[config.mk]
export PLATFORM = sky130hd
export DESIGN_NAME = relay_pulse_timer
export DESIGN_NICKNAME = d
export VERILOG_FILES = /design/src/rtl/core/rpt_pkg.sv /design/src/rtl/core/rpt_cfg_regs.sv /design/src/rtl/core/rpt_core.sv /design/src/rtl/core/relay_pulse_timer.sv
export SDC_FILE = /design/constraint.sdc
export NUM_CORES = 1
export LEC_CHECK = 0
export BUFFER_PORTS_ARGS = -buffer_cell sky130_fd_sc_hd__buf_2
export CORE_MARGIN = 2
export CORE_UTILIZATION = 35
export DETAILED_ROUTE_END_ITERATION = 6
export PLACE_DENSITY = 0.53
export SKIP_CTS_REPAIR_TIMING = 1
export SKIP_LAST_GASP = 1
export SLEW_MARGIN = 20
export SYNTH_ARGS = -nofsm -noshare
export SYNTH_HDL_FRONTEND = slang
export SYNTH_SLANG_ARGS = --single-unit
export TNS_END_PERCENT = 30
[constraint.sdc]
create_clock -name clk -period 5.8 [get_ports clk]
set_input_delay 0.29 -clock clk [delete_from_list [all_inputs] [get_ports clk]]
set_output_delay 0.29 -clock clk [all_outputs]
set_load 0.005 [all_outputs]
[src/rtl/core/rpt_pkg.sv]
// Shared types, codes and helpers for the relay pulse timer.
package rpt_pkg;

  // Default width of the internal time base
  localparam int unsigned TIME_BITS_DEF = 32;

  // Width of the ms time field and of the timing config registers
  localparam int unsigned MS_W = 32;

  // Request codes
  typedef enum logic [2:0] {
    REQ_TICK       = 3'd0,
    REQ_ACTIVATE   = 3'd1,
    REQ_DEACTIVATE = 3'd2,
    REQ_HOLD       = 3'd3,
    REQ_LOCKOUT    = 3'd4,
    REQ_RELEASE    = 3'd5,
    REQ_RESTART    = 3'd6
  } req_t;

  // Operation state codes as seen on the result channel
  typedef enum logic [1:0] {
    OP_ACTIVE       = 2'd0,
    OP_ACTIVATING   = 2'd1,
    OP_INACTIVE     = 2'd2,
    OP_DEACTIVATING = 2'd3
  } op_code_t;

  // Internal phase state machine, one-hot
  typedef enum logic [3:0] {
    PH_ACTIVE       = 4'b0001,
    PH_ACTIVATING   = 4'b0010,
    PH_INACTIVE     = 4'b0100,
    PH_DEACTIVATING = 4'b1000
  } phase_t;

  // Override modes
  typedef enum logic [1:0] {
    OV_NORMAL  = 2'd0,
    OV_HOLDING = 2'd1,
    OV_LOCKED  = 2'd2
  } ov_t;

  // Configuration register indexes
  typedef enum logic [1:0] {
    CFG_ACTIVE_LEVEL = 2'd0,
    CFG_ON_TIME      = 2'd1,
    CFG_SETTLE_TIME  = 2'd2
  } cfg_idx_t;

  typedef struct packed {
    logic [2:0]      req_type;
    logic [MS_W-1:0] now_ms;
    logic            report_change;
  } in_item_t;

  typedef struct packed {
    logic       drive;
    logic [1:0] op_state;
    logic [1:0] override_state;
    logic       notify;
    logic [1:0] reported_state;
    logic [1:0] reported_override;
    logic       acted;
  } out_item_t;

  // Live configuration handed to the datapath
  typedef struct packed {
    logic            active_level;
    logic [MS_W-1:0] on_time;
    logic [MS_W-1:0] settle_time;
  } cfg_t;

  // One-hot phase to external code
  function automatic logic [1:0] phase_code(input phase_t ph);
    logic [1:0] code;
    case (ph)
      PH_ACTIVE:       code = OP_ACTIVE;
      PH_ACTIVATING:   code = OP_ACTIVATING;
      PH_DEACTIVATING: code = OP_DEACTIVATING;
      default:         code = OP_INACTIVE;
    endcase
    return code;
  endfunction

endpackage

[src/rtl/core/rpt_cfg_regs.sv]
// Configuration register bank of the relay pulse timer.
module rpt_cfg_regs
  import rpt_pkg::*;
(
  input  logic            clk,
  input  logic            rst_n,
  input  logic            cfg_valid,
  output logic            cfg_ready,
  input  logic [1:0]      cfg_index,
  input  logic [MS_W-1:0] cfg_wdata,
  output cfg_t            cfg
);

  logic            active_level_r;
  logic [MS_W-1:0] on_time_r;
  logic [MS_W-1:0] settle_time_r;

  // Writes must land only while idle (the user's duty; the block does not enforce it); the port never stalls
  assign cfg_ready = 1'b1;

  // Register writes; unknown indexes are dropped
  always_ff @(posedge clk) begin
    if (!rst_n) begin
      active_level_r <= 1'b1;
      on_time_r      <= '0;
      settle_time_r  <= '0;
    end else if (cfg_valid && cfg_ready) begin
      case (cfg_index)
        CFG_ACTIVE_LEVEL: active_level_r <= cfg_wdata[0];
        CFG_ON_TIME:      on_time_r      <= cfg_wdata;
        CFG_SETTLE_TIME:  settle_time_r  <= cfg_wdata;
        default: ;
      endcase
    end
  end

  assign cfg.active_level = active_level_r;
  assign cfg.on_time      = on_time_r;
  assign cfg.settle_time  = settle_time_r;

endmodule

[src/rtl/core/rpt_core.sv]
// Relay state registers and the per-request update logic.
module rpt_core
  import rpt_pkg::*;
#(
  parameter int unsigned TIME_BITS = TIME_BITS_DEF
) (
  input  logic      clk,
  input  logic      rst_n,
  input  cfg_t      cfg,
  input  logic      load,
  input  in_item_t  item,
  output out_item_t res
);

  localparam int unsigned WIDE_W = TIME_BITS + MS_W;

  phase_t               phase_r,  phase_nxt;
  ov_t                  ov_r,     ov_nxt;
  logic [TIME_BITS-1:0] start_r,  start_nxt;
  logic                 drive_r,  drive_nxt;

  logic [WIDE_W-1:0]    now_wide;
  logic [TIME_BITS-1:0] now_t;
  logic [TIME_BITS-1:0] elapsed;
  logic                 past_delay;
  logic                 past_act;
  logic                 has_delay;
  phase_t               ph_on, ph_off;

  // Time base: truncate or zero-extend the request time
  assign now_wide   = WIDE_W'(item.now_ms);
  assign now_t      = now_wide[TIME_BITS-1:0];
  assign elapsed    = now_t - start_r;
  assign past_delay = WIDE_W'(elapsed) > WIDE_W'(cfg.settle_time);
  assign past_act   = WIDE_W'(elapsed) > WIDE_W'(cfg.on_time);
  assign has_delay  = (cfg.settle_time != '0);
  assign ph_on      = has_delay ? PH_ACTIVATING : PH_ACTIVE;
  assign ph_off     = has_delay ? PH_DEACTIVATING : PH_INACTIVE;

  // Request decode and state update
  always_comb begin
    phase_nxt = phase_r;
    ov_nxt    = ov_r;
    start_nxt = start_r;
    drive_nxt = drive_r;
    res       = '0;
    case (item.req_type)
      REQ_TICK: begin
        if (phase_r == PH_ACTIVATING || phase_r == PH_DEACTIVATING) begin
          if (past_delay) begin
            phase_nxt = (phase_r == PH_ACTIVATING) ? PH_ACTIVE : PH_INACTIVE;
          end
        end else if (phase_r == PH_ACTIVE) begin
          // automatic switch-off after the on time
          if (ov_r == OV_NORMAL && cfg.on_time != '0 && past_act) begin
            drive_nxt             = ~cfg.active_level;
            start_nxt             = now_t;
            phase_nxt             = ph_off;
            res.notify            = 1'b1;
            res.reported_state    = phase_code(ph_off);
            res.reported_override = OV_NORMAL;
            res.acted             = 1'b1;
          end
        end
      end
      REQ_ACTIVATE, REQ_DEACTIVATE: begin
        if (ov_r == OV_NORMAL) begin
          start_nxt = now_t;
          if (item.req_type == REQ_ACTIVATE) begin
            drive_nxt = cfg.active_level;
            phase_nxt = ph_on;
          end else begin
            drive_nxt = ~cfg.active_level;
            phase_nxt = ph_off;
          end
          if (item.report_change) begin
            res.notify            = 1'b1;
            res.reported_state    = phase_code(phase_nxt);
            res.reported_override = OV_NORMAL;
          end
        end
      end
      REQ_HOLD, REQ_LOCKOUT: begin
        // switch only when not yet overridden, then latch the override
        if (ov_r == OV_NORMAL) begin
          start_nxt = now_t;
          if (item.req_type == REQ_HOLD) begin
            drive_nxt = cfg.active_level;
            phase_nxt = ph_on;
          end else begin
            drive_nxt = ~cfg.active_level;
            phase_nxt = ph_off;
          end
        end
        ov_nxt                = (item.req_type == REQ_HOLD) ? OV_HOLDING : OV_LOCKED;
        res.notify            = 1'b1;
        res.reported_state    = phase_code(phase_nxt);
        res.reported_override = ov_nxt;
      end
      REQ_RELEASE: begin
        if (ov_r != OV_NORMAL) begin
          res.notify            = 1'b1;
          res.reported_state    = phase_code(phase_r);
          res.reported_override = OV_NORMAL;
        end
        ov_nxt = OV_NORMAL;
      end
      REQ_RESTART: begin
        // reporting switch-off, then phase forced inactive
        ov_nxt                = OV_NORMAL;
        drive_nxt             = ~cfg.active_level;
        start_nxt             = now_t;
        res.notify            = 1'b1;
        res.reported_state    = phase_code(ph_off);
        res.reported_override = OV_NORMAL;
        phase_nxt             = PH_INACTIVE;
      end
      default: ;
    endcase
    res.drive          = drive_nxt;
    res.op_state       = phase_code(phase_nxt);
    res.override_state = ov_nxt;
  end

  // State registers advance when a request is retired
  always_ff @(posedge clk) begin
    if (!rst_n) begin
      phase_r <= PH_INACTIVE;
      ov_r    <= OV_NORMAL;
      start_r <= '0;
      drive_r <= 1'b0;
    end else if (load) begin
      phase_r <= phase_nxt;
      ov_r    <= ov_nxt;
      start_r <= start_nxt;
      drive_r <= drive_nxt;
    end
  end

`ifndef SYNTHESIS
  a_phase_onehot: assert property (@(posedge clk) disable iff (!rst_n)
    $onehot(phase_r))
    else $error("phase register lost its one-hot code");

  a_acted_notifies: assert property (@(posedge clk) disable iff (!rst_n)
    load && res.acted |-> res.notify && res.override_state == OV_NORMAL
      && !res.drive == cfg.active_level)
    else $error("auto switch-off without notification or off level");

  a_release_clears: assert property (@(posedge clk) disable iff (!rst_n)
    load && (item.req_type == REQ_RELEASE || item.req_type == REQ_RESTART)
      |=> ov_r == OV_NORMAL)
    else $error("override not cleared by release or restart");

  a_quiet_report: assert property (@(posedge clk) disable iff (!rst_n)
    load && !res.notify |-> res.reported_state == '0
      && res.reported_override == '0)
    else $error("report fields set without notification");

  a_state_hold: assert property (@(posedge clk) disable iff (!rst_n)
    !load |=> $stable(phase_r) && $stable(ov_r) && $stable(drive_r))
    else $error("state moved without a retired request");
`endif

endmodule

[src/rtl/core/relay_pulse_timer.sv]
// Top level of the relay pulse timer: request and result registers around the core.
//
//   port group | direction | contents
//   in_*       | input     | request: req_type, now_ms, report_change
//   out_*      | output    | result: drive, states, notification, acted
//   cfg_*      | input     | register write: index, 32-bit data
//
// One request per cycle sustained while the result is taken (out_ready); the
// result passes the request register, then the result register, after the
// input accept, and a stalled result delays it.
// All state updates happen in a single pass as the request moves into the
// result register; a stalled result holds the request register.
// Synchronous active-low reset: relay off (inverse of active level), phase
// inactive, override normal. The config port never stalls.
module relay_pulse_timer
  import rpt_pkg::*;
#(
  parameter int unsigned TIME_BITS = TIME_BITS_DEF
) (
  input  logic            clk,
  input  logic            rst_n,
  input  logic            in_valid,
  output logic            in_ready,
  input  in_item_t        in_data,
  output logic            out_valid,
  input  logic            out_ready,
  output out_item_t       out_data,
  input  logic            cfg_valid,
  output logic            cfg_ready,
  input  logic [1:0]      cfg_index,
  input  logic [MS_W-1:0] cfg_wdata
);

  logic      in_vld_r, in_vld_nxt;
  in_item_t  in_item_r;
  logic      out_vld_r, out_vld_nxt;
  out_item_t out_item_r;
  logic      load;
  cfg_t      cfg;
  out_item_t res;

  rpt_cfg_regs u_cfg (
    .clk       (clk),
    .rst_n     (rst_n),
    .cfg_valid (cfg_valid),
    .cfg_ready (cfg_ready),
    .cfg_index (cfg_index),
    .cfg_wdata (cfg_wdata),
    .cfg       (cfg)
  );

  rpt_core #(
    .TIME_BITS (TIME_BITS)
  ) u_core (
    .clk   (clk),
    .rst_n (rst_n),
    .cfg   (cfg),
    .load  (load),
    .item  (in_item_r),
    .res   (res)
  );

  // Retire the held request whenever the result slot is free or draining
  assign load     = in_vld_r && (!out_vld_r || out_ready);
  assign in_ready = !in_vld_r || load;

  always_comb begin
    in_vld_nxt = in_vld_r;
    if (in_valid && in_ready) begin
      in_vld_nxt = 1'b1;
    end else if (load) begin
      in_vld_nxt = 1'b0;
    end
  end

  always_comb begin
    out_vld_nxt = out_vld_r;
    if (load) begin
      out_vld_nxt = 1'b1;
    end else if (out_ready) begin
      out_vld_nxt = 1'b0;
    end
  end

  // Control flags
  always_ff @(posedge clk) begin
    if (!rst_n) begin
      in_vld_r  <= 1'b0;
      out_vld_r <= 1'b0;
    end else begin
      in_vld_r  <= in_vld_nxt;
      out_vld_r <= out_vld_nxt;
    end
  end

  // Payload registers
  always_ff @(posedge clk) begin
    if (in_valid && in_ready) begin
      in_item_r <= in_data;
    end
    if (load) begin
      out_item_r <= res;
    end
  end

  assign out_valid = out_vld_r;
  assign out_data  = out_item_r;

endmodule
==> impl_metrics.env, run 1 <==
export IMPL_hp_class="primary input to register"
export IMPL_cts_clk_slew_worst_paths_ns=0.07
export IMPL_powerDensity_nw_per_um2=275
export IMPL_port_buffer_count=87
export IMPL_h_tree_depth=4
export IMPL_fmax_mhz=189
export IMPL_nFillCells=2730
export IMPL_rsz0062_at_grt="no"
export IMPL_async_reset_ff_frac=0
export IMPL_placed_cell_area_um2=10300
export IMPL_ys_ff_latch=153
export IMPL_vias=7720
export IMPL_drive_gt1_frac=0.115
export IMPL_synth_avg_cell_area_um2=8.69
export IMPL_dr_pass1_iters=5
export IMPL_skew_ns=0.0160
export IMPL_ys_types=70
export IMPL_setup_slack_ns=0.522
export IMPL_area_delta_synth_final_pct=13.8
export IMPL_routed_wl_mm=24.4
export IMPL_status="finished, final reports clean"
export IMPL_worst_pin_slew_ns=1.05
export IMPL_synth_warnings=0
export IMPL_slew_violations=0
export IMPL_ys_flop_type="dfxtp_1"
export IMPL_synth_edf_count=47
export IMPL_critical_path_class="register to register"
export IMPL_routed_via_density=5.08
export IMPL_place_hpwl_mm=18.0
export IMPL_synth_nets=1269
export IMPL_core_area_um2=26900
export IMPL_finalHoldViolCount=0
export IMPL_fin_crit_ns=5.28
export IMPL_grt_pass1_wl_mm=39.4
export IMPL_synthCells=1098
export IMPL_start_util=0.355
export IMPL_tns_ns=0
export IMPL_p_leak_uw=0.00401
export IMPL_antenna_cells=0
export IMPL_period_share=0.910
export IMPL_place_ws_ns=0.528
export IMPL_wl_per_cell_um=16.0
export IMPL_grt_usage=0.174
export IMPL_final_nets=1338
export IMPL_drc=0
export IMPL_grt_antenna_before_repair=0
export IMPL_ant_nets=0
export IMPL_cp_required_ns=6.12
export IMPL_grt_max_degree=107
export IMPL_cp_max_fo=32
export IMPL_drt_iter0_drc=516
export IMPL_cts_inserted_buffers=17
export IMPL_syn_cell_area_um2=9540
export IMPL_cts_tree="yes"
export IMPL_slew_headroom=0.298
export IMPL_placementRows=60
export IMPL_cap_violations=0
export IMPL_boundaryPins=89
export IMPL_dieWidth_um=169
export IMPL_ctsRootBufferMaster="clkbuf_16"
export IMPL_gpl_final_weighted_congestion=0.853
export IMPL_cp_data_arrival_time_ns=5.60
export IMPL_overflow=0
export IMPL_clk_latency_ns=0.43
export IMPL_worstSetupStartpointType="register"
export IMPL_clk_path_buf_depth=2
export IMPL_fin_area_um2=10900
export IMPL_dieArea_um2=28600
export IMPL_die_h_um=169
export IMPL_peakVddDrop_mv=0.183
export IMPL_cts_sinks=153
export IMPL_p_total_uw=2980
export IMPL_synth_seq_area_share=0.370
export IMPL_setup_worst_path_end_class="register"
export IMPL_grt_pass1_vias=7530
export IMPL_finalSetupViolCount=0
==> metrics by stage <==
stage | utilization | cells | hold slack, ns
5_1_grt | 0.404 | 1521 | 0.0172
4_1_cts | 0.404 | 1521 | 0.0129
6_report | 0.404 | 1521 | 0.0283
3_5_place_dp | 0.383 | 1489 | 0.468
3_3_place_gp | 0.383 | 1489 | 0.469
2_1_floorplan | - | 1098 | 0.389
==> layout by cell type (no fill, tap or decap), types with 6 or more instances in the layout <==
cell / instances
ha_1: 95
dfxtp_1: 106
xor2_1: 9
a21oi_1: 65
a31oi_1: 8
mux2i_1: 34
a211oi_1: 7
buf_2: 87
nor2b_1: 40
nor3_1: 9
inv_1: 114
o21bai_1: 8
edfxtp_1: 47
o21ai_0: 38
nor2_1: 50
o31ai_1: 10
and3_1: 6
nand3_1: 13
clkbuf_16: 17
xnor2_1: 19
and4_1: 6
nor4_1: 21
a21o_1: 11
a21boi_0: 67
nand2_1: 161
o211ai_1: 14
o21a_1: 9
nand4_1: 17
==> state kept, by name (all words and copies together), names as in the netlist <==
signal and cells:
u_cfg.on_time_r 32, u_core.phase_r 4, u_cfg.active_level_r 1, in_item_r 36, out_data 11, u_core.ov_r 2
u_cfg.settle_time_r 32, u_core.drive_r 1, in_vld_r 1, u_core.start_r 32, out_valid 1
==> layer usage <==
| metal | share of wire | vias to the layer above | global-route usage |
|---|---|---|---|
| li1 | - | 4011 | - |
| met1 | 0.50 | 3561 | 0.240 |
| met2 | 0.46 | 132 | 0.289 |
| met3 | 0.032 | 16 | 0.0248 |
| met4 | 0.011 | 0 | 0.0435 |
| met5 | 0 | - | 0 |
==> Yosys cell counts (3+ instances only) <==
| cell type | n | area (um2) |
|---|---|---|
| a221oi_1 | 3 | 26.3 |
| edfxtp_1 | 47 | 1410 |
| nand4_1 | 17 | 106 |
| o31ai_1 | 10 | 75.1 |
| o21ai_1 | 4 | 20.0 |
| and4_1 | 6 | 52.6 |
| a31oi_1 | 8 | 50.1 |
| a21boi_0 | 67 | 503 |
| a211oi_1 | 7 | 52.6 |
| a21o_1 | 11 | 82.6 |
| nand3b_1 | 3 | 22.5 |
| nor2_1 | 50 | 188 |
| mux2i_1 | 34 | 340 |
| xor2_1 | 9 | 78.8 |
| and3_1 | 6 | 37.5 |
| a21oi_1 | 65 | 325 |
| nor4_1 | 21 | 131 |
| o31a_1 | 3 | 26.3 |
| or3_1 | 5 | 31.3 |
| dfxtp_1 | 106 | 2120 |
| or2_1 | 3 | 18.8 |
| o211ai_1 | 14 | 105 |
| buf_4 | 4 | 30.0 |
| nand2b_1 | 5 | 31.3 |
| nor2b_1 | 40 | 250 |
| a211o_1 | 3 | 26.3 |
| and2_1 | 3 | 18.8 |
| o21a_1 | 9 | 67.6 |
| o21ai_0 | 38 | 190 |
| nand2_1 | 161 | 604 |
| nor3_1 | 9 | 45.0 |
| xnor2_1 | 19 | 166 |
| o21bai_1 | 8 | 60.1 |
| nand3_1 | 13 | 65.1 |
| ha_1 | 95 | 1190 |
| inv_1 | 114 | 428 |
| clkbuf_1 | 36 | 135 |
==> critical path, stage by stage (launching register included) <==
cell and delay [ns]:
edfxtp_1 0.43, ha_1 0.30, nor2b_1 0.14, o31a_1 0.30, o311ai_2 0.37, o21ai_1 0.17, a31oi_1 0.40, o31ai_1 0.19
a311oi_1 0.29, xnor2_1 0.21, ha_1 0.35, nand4_1 0.12, nor4_1 0.51, o31a_1 0.32, o211ai_1 0.19, a21boi_4 0.27
buf_12 0.24, mux2i_1 0.25, nor2b_1 0.06
==> kinds of logic (layout without fill, tap and decap cells) <==
group / Yosys count / after routing / synth area share
simple gates: 350 / 350 / 0.176
compound gates: 281 / 281 / 0.203
buf+inv: 155 / 237 / 0.0625
flops: 153 / 153 / 0.370
fa+ha+maj: 96 / 96 / 0.127
mux: 34 / 34 / 0.0357
xor+xnor: 28 / 28 / 0.0257
other cells: 1 / 1 / 0.000393
==> path summary, 6_finish.rpt <==
path                                    from                         endpoint  slack [ns]  cells after the start
max                   in_item_r[2]$_DFFE_PP_  u_core.start_r[27]$_SDFFE_PN0P_        0.52                     18
min                              in_data[24]          in_item_r[24]$_DFFE_PP_        0.03                      1
min reg2reg  u_cfg.on_time_r[2]$_SDFFE_PN0P_  u_cfg.on_time_r[2]$_SDFFE_PN0P_        0.49                      2
max reg2reg           in_item_r[2]$_DFFE_PP_  u_core.start_r[27]$_SDFFE_PN0P_        0.52                     18
==> final cells by class <==
type                       instances  area (um2)  share of cell area
clock buffer                      20         447              0.0411
clock inverter                    12         125              0.0115
inverter                         114         428              0.0394
multi-input combinational        790        5420               0.499
sequential                       153        3530               0.325
tap                              341         427              0.0393
timing repair buffer              91         478              0.0440
==> where the power goes <==
| part | switching [uW] | internal (uW) |
|---|---|---|
| logic | 400 | 282 |
| registers | 38.0 | 1150 |
| clock network | 464 | 644 |
No activity file was read; power rests on OpenSTA's default activity.
==> run 2, diff against run 1 <==
--- a/config.mk
+++ b/config.mk
@@ -5,6 +5,7 @@
 export SDC_FILE = /design/constraint.sdc
 export NUM_CORES = 1
 export LEC_CHECK = 0
+export ABC_AREA = 1
 export BUFFER_PORTS_ARGS = -buffer_cell sky130_fd_sc_hd__buf_2
 export CORE_MARGIN = 2
 export CORE_UTILIZATION = 35
==> run 2 against run 1 <==
Effect of this change:
- via count rose by 0.41%
- final cell count rose by 3.6%
- sequential power barely moved
- synthesized area fell by 4.3%
- critical path type unchanged
- highest routed layer unchanged
- worst hold slack got worse by 0.00099 ns
- setup slack improved by 0.55 ns
- register-to-register slack improved by 0.55 ns
- combinational power rose by 29%
- first-iteration DRC count fell by 6.6%
==> impl_metrics.env, run 2 <==
export IMPL_status="finished, final reports clean"
export IMPL_synth_top_family_by_area="compound AO/OA/AOI/OAI gates"
export IMPL_slew_headroom=0.457
export IMPL_r2r_end="u_core.start_r[30]$_SDFFE_PN0P_"
export IMPL_cp_max_fo=64
export IMPL_synthCells=1149
export IMPL_synth_seq_area_share=0.387
export IMPL_place_hpwl_mm=17.5
export IMPL_area_delta_synth_final_pct=14.2
export IMPL_slowest_delay_ns=0.50
export IMPL_largest_reg_flops=36
export IMPL_yosysTopAreaCell="dfxtp_1"
export IMPL_worstSetupStartpointType="register"
export IMPL_r2r_slack_ns=1.08
export IMPL_clk_latency_ns=0.43
export IMPL_top_register="in_item_r"
export IMPL_yosysMostFrequentCell="a21oi_1"
export IMPL_synth_warnings=0
export IMPL_ys_ff_latch=153
export IMPL_drive_gt1_frac=0.129
export IMPL_core_area_um2=25800
export IMPL_synthSimpleGateAreaFrac=0.151
export IMPL_ctsRootBufferMaster="clkbuf_16"
export IMPL_slew_violations=0
export IMPL_grt_max_degree=65
export IMPL_hp_start="in_data[22]"
export IMPL_path_delay_family="simple AND/OR/NAND/NOR gates"
export IMPL_whs_path_depth=1
export IMPL_grt_usage=0.174
export IMPL_synth_avg_cell_area_um2=7.94
export IMPL_slowest_stage="nand3_4"
export IMPL_drt_iter0_drc=482
export IMPL_grt_antenna_before_repair=0
export IMPL_final_nets=1399
export IMPL_cts_sinks=153
export IMPL_powerDensity_nw_per_um2=304
export IMPL_synth_nets=1320
export IMPL_netlist_top_cells_count="179 x a21oi_1, 163 x inv_1, 145 x nand2_1, 106 x dfxtp_1, 105 x o21ai_0"
export IMPL_synth_area_top_cells="dfxtp_1 23%, edfxtp_1 15%, ha_1 13%"
export IMPL_syn_cell_area_um2=9130
export IMPL_hp_class="primary input to register"
export IMPL_ant_nets=0
export IMPL_r2r_cells=22
export IMPL_port_buffer_count=87
export IMPL_finalSetupViolCount=0
export IMPL_gpl_final_weighted_congestion=0.870
export IMPL_nFillCells=2690
export IMPL_ys_flop_type="dfxtp_1"
export IMPL_synth_fa_ha_area_frac=0.132
export IMPL_routed_via_density=4.92
export IMPL_cap_violations=0
export IMPL_dieWidth_um=166
export IMPL_holdPathEnd="in_item_r[22]$_DFFE_PP_"
export IMPL_ys_types=42
export IMPL_tns_ns=0
export IMPL_antenna_cells=0
export IMPL_dieArea_um2=27400
export IMPL_dr_pass1_iters=5
export IMPL_fmax_mhz=212
export IMPL_path_cells="inv_1 > ha_1 > inv_1 > fa_1 > nand3_1 > nand2_1 > a21o_1 > a21oi_1 > o211ai_1 > a31oi_1 > xor2_1 > ha_1 > nand4_1 > nor3_2 > nand3_1 > nor2_2 > nor2_2 > nand2_4 > nand2_4 > nand3_4 > o21ai_1 > a21oi_2"
export IMPL_p_leak_uw=0.00432
export IMPL_peakVddDrop_mv=0.146
export IMPL_final_cell_mix="179 x a21oi_1, 163 x inv_1, 145 x nand2_1"
export IMPL_vias=7752
export IMPL_placementRows=59
export IMPL_routed_wl_mm=22.7
export IMPL_clk_path_buf_depth=2
export IMPL_fin_crit_ns=4.72
export IMPL_boundaryPins=89
export IMPL_cp_required_ns=6.09
export IMPL_setup_worst_path_end_class="register"
export IMPL_dp_cells=1544
export IMPL_h_tree_depth=4
export IMPL_wl_per_cell_um=14.4
export IMPL_cts_clk_slew_worst_paths_ns=0.07
export IMPL_overflow=0
export IMPL_grt_pass1_vias=7549
export IMPL_synthMuxAreaShare=0
export IMPL_startpoint="in_item_r[1]$_DFFE_PP_"
export IMPL_async_reset_ff_frac=0
export IMPL_start_util=0.353
export IMPL_synth_edf_count=47
export IMPL_synth_xor_area_share=0.0317
export IMPL_rsz0062_at_grt="no"
export IMPL_die_h_um=166
export IMPL_synth_top_area_share=0.232
export IMPL_crit_buf_inv=2
export IMPL_skew_ns=0.0132
export IMPL_final_common_cell="a21oi_1"
export IMPL_grt_pass1_wl_mm=37.5
export IMPL_worst_pin_slew_ns=0.815
export IMPL_drc=0
export IMPL_cp_data_arrival_time_ns=5.01
export IMPL_critical_path_class="register to register"
export IMPL_r2r_start="in_item_r[1]$_DFFE_PP_"
export IMPL_period_share=0.815
export IMPL_finalHoldViolCount=0
export IMPL_cts_inserted_buffers=17
export IMPL_cts_tree="yes"
export IMPL_fin_cells=1576
export IMPL_synth_compound_area_frac=0.210
## run 2: final cells by class
cell class	count	area, um2	share of cell area
multi-input cells	795	4800	0.461
flip-flops and latches	153	3530	0.339
inverters	170	638	0.0612
clock buffers	22	474	0.0455
repair buffers	91	465	0.0447
well taps	335	419	0.0402
clock inverters	10	91.3	0.00876
## run 2: cell families (layout without fill, tap and decap cells)
family          Yosys count  count (layout)
buf+inv                 201             293
other cells               1               1
xor+xnor                 33              33
compound gates          359             359
flops                   153             153
simple gates            306             306
fa+ha+maj                96              96
## run 2: per-stage QoR
| step | setup slack (ns) | hold WS [ns] | area [um2] | util | power, uW |
|---|---|---|---|---|---|
| floorplan | 2.25 | 0.389 | 9130 | - | 1870 |
| global placement | 1.11 | 0.438 | 9860 | 0.382 | 2090 |
| detailed placement | 1.06 | 0.444 | 9860 | 0.382 | 2100 |
| CTS | 1.02 | 0.0108 | 10400 | 0.403 | 3200 |
| global route | 0.482 | 0.0128 | 10400 | 0.403 | 3390 |
| finish | 1.08 | 0.0273 | 10400 | 0.403 | 3160 |
## run 2: how the worst max path moves through the flow
| stage | endpoint | slack (ns) | cells after the start |
|---|---|---|---|
| finish | u_core.start_r[30]$_SDFFE_PN0P_ | 1.08 | 22 |
| global route | u_core.start_r[0]$_SDFFE_PN0P_ | 0.48 | 23 |
| CTS | u_core.start_r[3]$_SDFFE_PN0P_ | 1.02 | 22 |
| detailed placement | u_core.start_r[3]$_SDFFE_PN0P_ | 1.06 | 22 |
| global placement | u_core.start_r[1]$_SDFFE_PN0P_ | 1.11 | 22 |
| floorplan | out_data[9]$_DFFE_PP_ | 2.25 | 25 |
## run 2: power by group
| group | internal [uW] | leakage [uW] | switching [uW] |
|---|---|---|---|
| clock | 625 | 0.000273 | 461 |
| sequential | 1170 | 0.00132 | 25.0 |
| combinational | 331 | 0.00273 | 552 |
## run 2: metal layers
| layer | track usage | part of all wire |
|---|---|---|
| met2 | 0.284 | 0.45 |
| met4 | 0.0494 | 0.016 |
| met3 | 0.0302 | 0.042 |
| met5 | 0 | 0 |
| met1 | 0.237 | 0.49 |
==> run 3, diff against run 2 <==
==> constraint.sdc (replaced) <==
create_clock -name clk -period 4.8 [get_ports clk]
set_input_delay 0.24 -clock clk [delete_from_list [all_inputs] [get_ports clk]]
set_output_delay 0.24 -clock clk [all_outputs]
set_load 0.005 [all_outputs]
==> run 3 against run 2 <==
Effect of this change:
- clock-buffer cell count is 1 lower
- combinational power is 26% higher
- maximum frequency is 8.5% higher
- power is 22% higher
- final cell count is 2.5% higher
- clock power is 20% higher
- critical path depth is 3 higher
- clock skew is 0.0028 ns higher
- largest cell class unchanged
- largest power group unchanged
==> impl_metrics.env, run 3 (synthesis results as in run 2) <==
export IMPL_boundaryPins=89
export IMPL_die_h_um=166
export IMPL_skew_ns=0.0160
export IMPL_grt_usage=0.176
export IMPL_peakVddDrop_mv=0.182
export IMPL_whs_ns=0.0202
export IMPL_worstSetupStartpointType="register"
export IMPL_place_ws_ns=0.310
export IMPL_final_common_cell="a21oi_1"
export IMPL_nFillCells=2665
export IMPL_critical_path_class="register to register"
export IMPL_dr_pass1_iters=5
export IMPL_gpl_final_weighted_congestion=0.885
export IMPL_grt_max_degree=65
export IMPL_grt_pass1_wl_mm=37.6
export IMPL_clk_latency_ns=0.44
export IMPL_overflow=0
export IMPL_holdPathEnd="in_item_r[5]$_DFFE_PP_"
export IMPL_grt_antenna_before_repair=0
export IMPL_drive_gt1_frac=0.132
export IMPL_hp_class="primary input to register"
export IMPL_p_int_uw=2570
export IMPL_seqPwrFrac=0.374
export IMPL_comb_power_share=0.287
export IMPL_ant_nets=0
export IMPL_cts_tree="yes"
export IMPL_finalSetupViolCount=0
export IMPL_port_buffer_count=87
export IMPL_largest_reg_flops=36
export IMPL_whs_path_depth=1
export IMPL_drt_iter0_drc=556
export IMPL_top_register="in_item_r"
export IMPL_crit_top_cell="inv_1"
export IMPL_finalHoldViolCount=0
export IMPL_core_area_um2=25800
export IMPL_rsz0062_at_grt="no"
export IMPL_power_switching_uw=1300
export IMPL_crit_buf_inv=5
export IMPL_fin_crit_ns=4.35
export IMPL_vias=7924
export IMPL_slew_violations=0
export IMPL_r2r_cells=25
export IMPL_ctsRootBufferMaster="clkbuf_16"
export IMPL_routed_wl_mm=23.7
export IMPL_fin_cells=1615
export IMPL_p_leak_uw=0.00449
export IMPL_cp_max_fo=36
export IMPL_dieArea_um2=27400
export IMPL_wl_per_cell_um=14.7
export IMPL_cts_inserted_buffers=17
export IMPL_tns_ns=0
export IMPL_cts_sinks=153
export IMPL_path_depth=25
export IMPL_placementRows=59
export IMPL_grt_pass1_vias=7290
export IMPL_path_delay_family="simple AND/OR/NAND/NOR gates"
export IMPL_h_tree_depth=4
export IMPL_dp_cells=1545
export IMPL_power_frac_clock=0.340
export IMPL_cp_required_ns=5.13
export IMPL_slew_headroom=0.317
export IMPL_antenna_cells=0
export IMPL_hp_start="in_data[5]"
export IMPL_start_util=0.353
export IMPL_period_share=0.907
export IMPL_drc=0
export IMPL_r2r_end="u_core.start_r[23]$_SDFFE_PN0P_"
export IMPL_area_delta_synth_final_pct=18.5
export IMPL_powerDensity_nw_per_um2=357
export IMPL_worst_pin_slew_ns=1.02
export IMPL_place_hpwl_mm=17.5
export IMPL_p_total_uw=3870
export IMPL_r2r_slack_ns=0.45
export IMPL_final_cell_mix="178 x a21oi_1, 163 x inv_1, 145 x nand2_1"
export IMPL_p_sw_frac=0.336
export IMPL_slowest_delay_ns=0.40
export IMPL_routed_via_density=4.91
export IMPL_cts_clk_slew_worst_paths_ns=0.06
export IMPL_cp_data_arrival_time_ns=4.68
export IMPL_fmax_mhz=230
export IMPL_cap_violations=0
export IMPL_clk_path_buf_depth=2
export IMPL_dieWidth_um=166
export IMPL_slowest_stage="fa_1"
export IMPL_final_nets=1438
export IMPL_setup_slack_ns=0.446
export IMPL_setup_worst_path_end_class="register"
export IMPL_r2r_start="in_item_r[1]$_DFFE_PP_"
export IMPL_status="finished, final reports clean"
-- run 3: cell count changes in the layout (fill, tap and decap cells not counted), moves of 2 or more --
cell           change
buf_4              +5
dlygate4sd3_1     +32
clkinv_4           +3
inv_6              +2
-- run 3: worst register-to-register path, delay by kind of cell (launching register included) --
kind | cells | cell delay (ns)
compound gates | 6 | 1.06
fa+ha+maj | 3 | 0.84
simple gates | 10 | 1.21
buf+inv | 5 | 0.64
xor+xnor | 1 | 0.09
flops | 1 | 0.38
-- run 3: routing by layer --
layer | global-route usage | vias to the layer above | routed length, um
met5 | 0 | - | 0
met3 | 0.0252 | 24 | 1010
li1 | - | 4150 | -
met4 | 0.0537 | 0 | 391
met1 | 0.241 | 3586 | 11600
met2 | 0.287 | 164 | 10700
-- run 3: per-stage QoR --
stage,area [um2],utilization
after detailed placement,9880,0.382
after global routing,10800,0.419
after CTS,10400,0.404
final,10800,0.419
after floorplan,9130,-
after global placement,9880,0.382
-- run 3: worst max path at each step --
stage                            from                              end  slack (ns)
2_1_floorplan  in_item_r[1]$_DFFE_PP_            out_data[9]$_DFFE_PP_        1.25
3_3_place_gp   in_item_r[1]$_DFFE_PP_  u_core.start_r[29]$_SDFFE_PN0P_        0.36
5_1_grt        in_item_r[1]$_DFFE_PP_  u_core.start_r[17]$_SDFFE_PN0P_        0.08
6_report       in_item_r[1]$_DFFE_PP_  u_core.start_r[23]$_SDFFE_PN0P_        0.45
3_5_place_dp   in_item_r[1]$_DFFE_PP_  u_core.start_r[23]$_SDFFE_PN0P_        0.31
4_1_cts        in_item_r[1]$_DFFE_PP_  u_core.start_r[23]$_SDFFE_PN0P_        0.29
-- run 3: power by group through the flow --
stage / clock network [uW] / registers [uW] / logic [uW]
final: 1310 / 1440 / 1110
after floorplan: 0 / 1470 / 793
after CTS: 1350 / 1440 / 1080
after detailed placement: 0 / 1470 / 1070
after global routing: 1400 / 1450 / 1270
after global placement: 0 / 1470 / 1050
-- run 3: area by class of cell --
cell class / count / area (um2) / area share
clock buffers: 21 / 482 / 0.0445
clock inverters: 11 / 86.3 / 0.00798
inverters: 170 / 638 / 0.0590
multi-input cells: 796 / 4820 / 0.445
flip-flops and latches: 153 / 3530 / 0.327
well taps: 335 / 419 / 0.0387
repair buffers: 129 / 843 / 0.0780
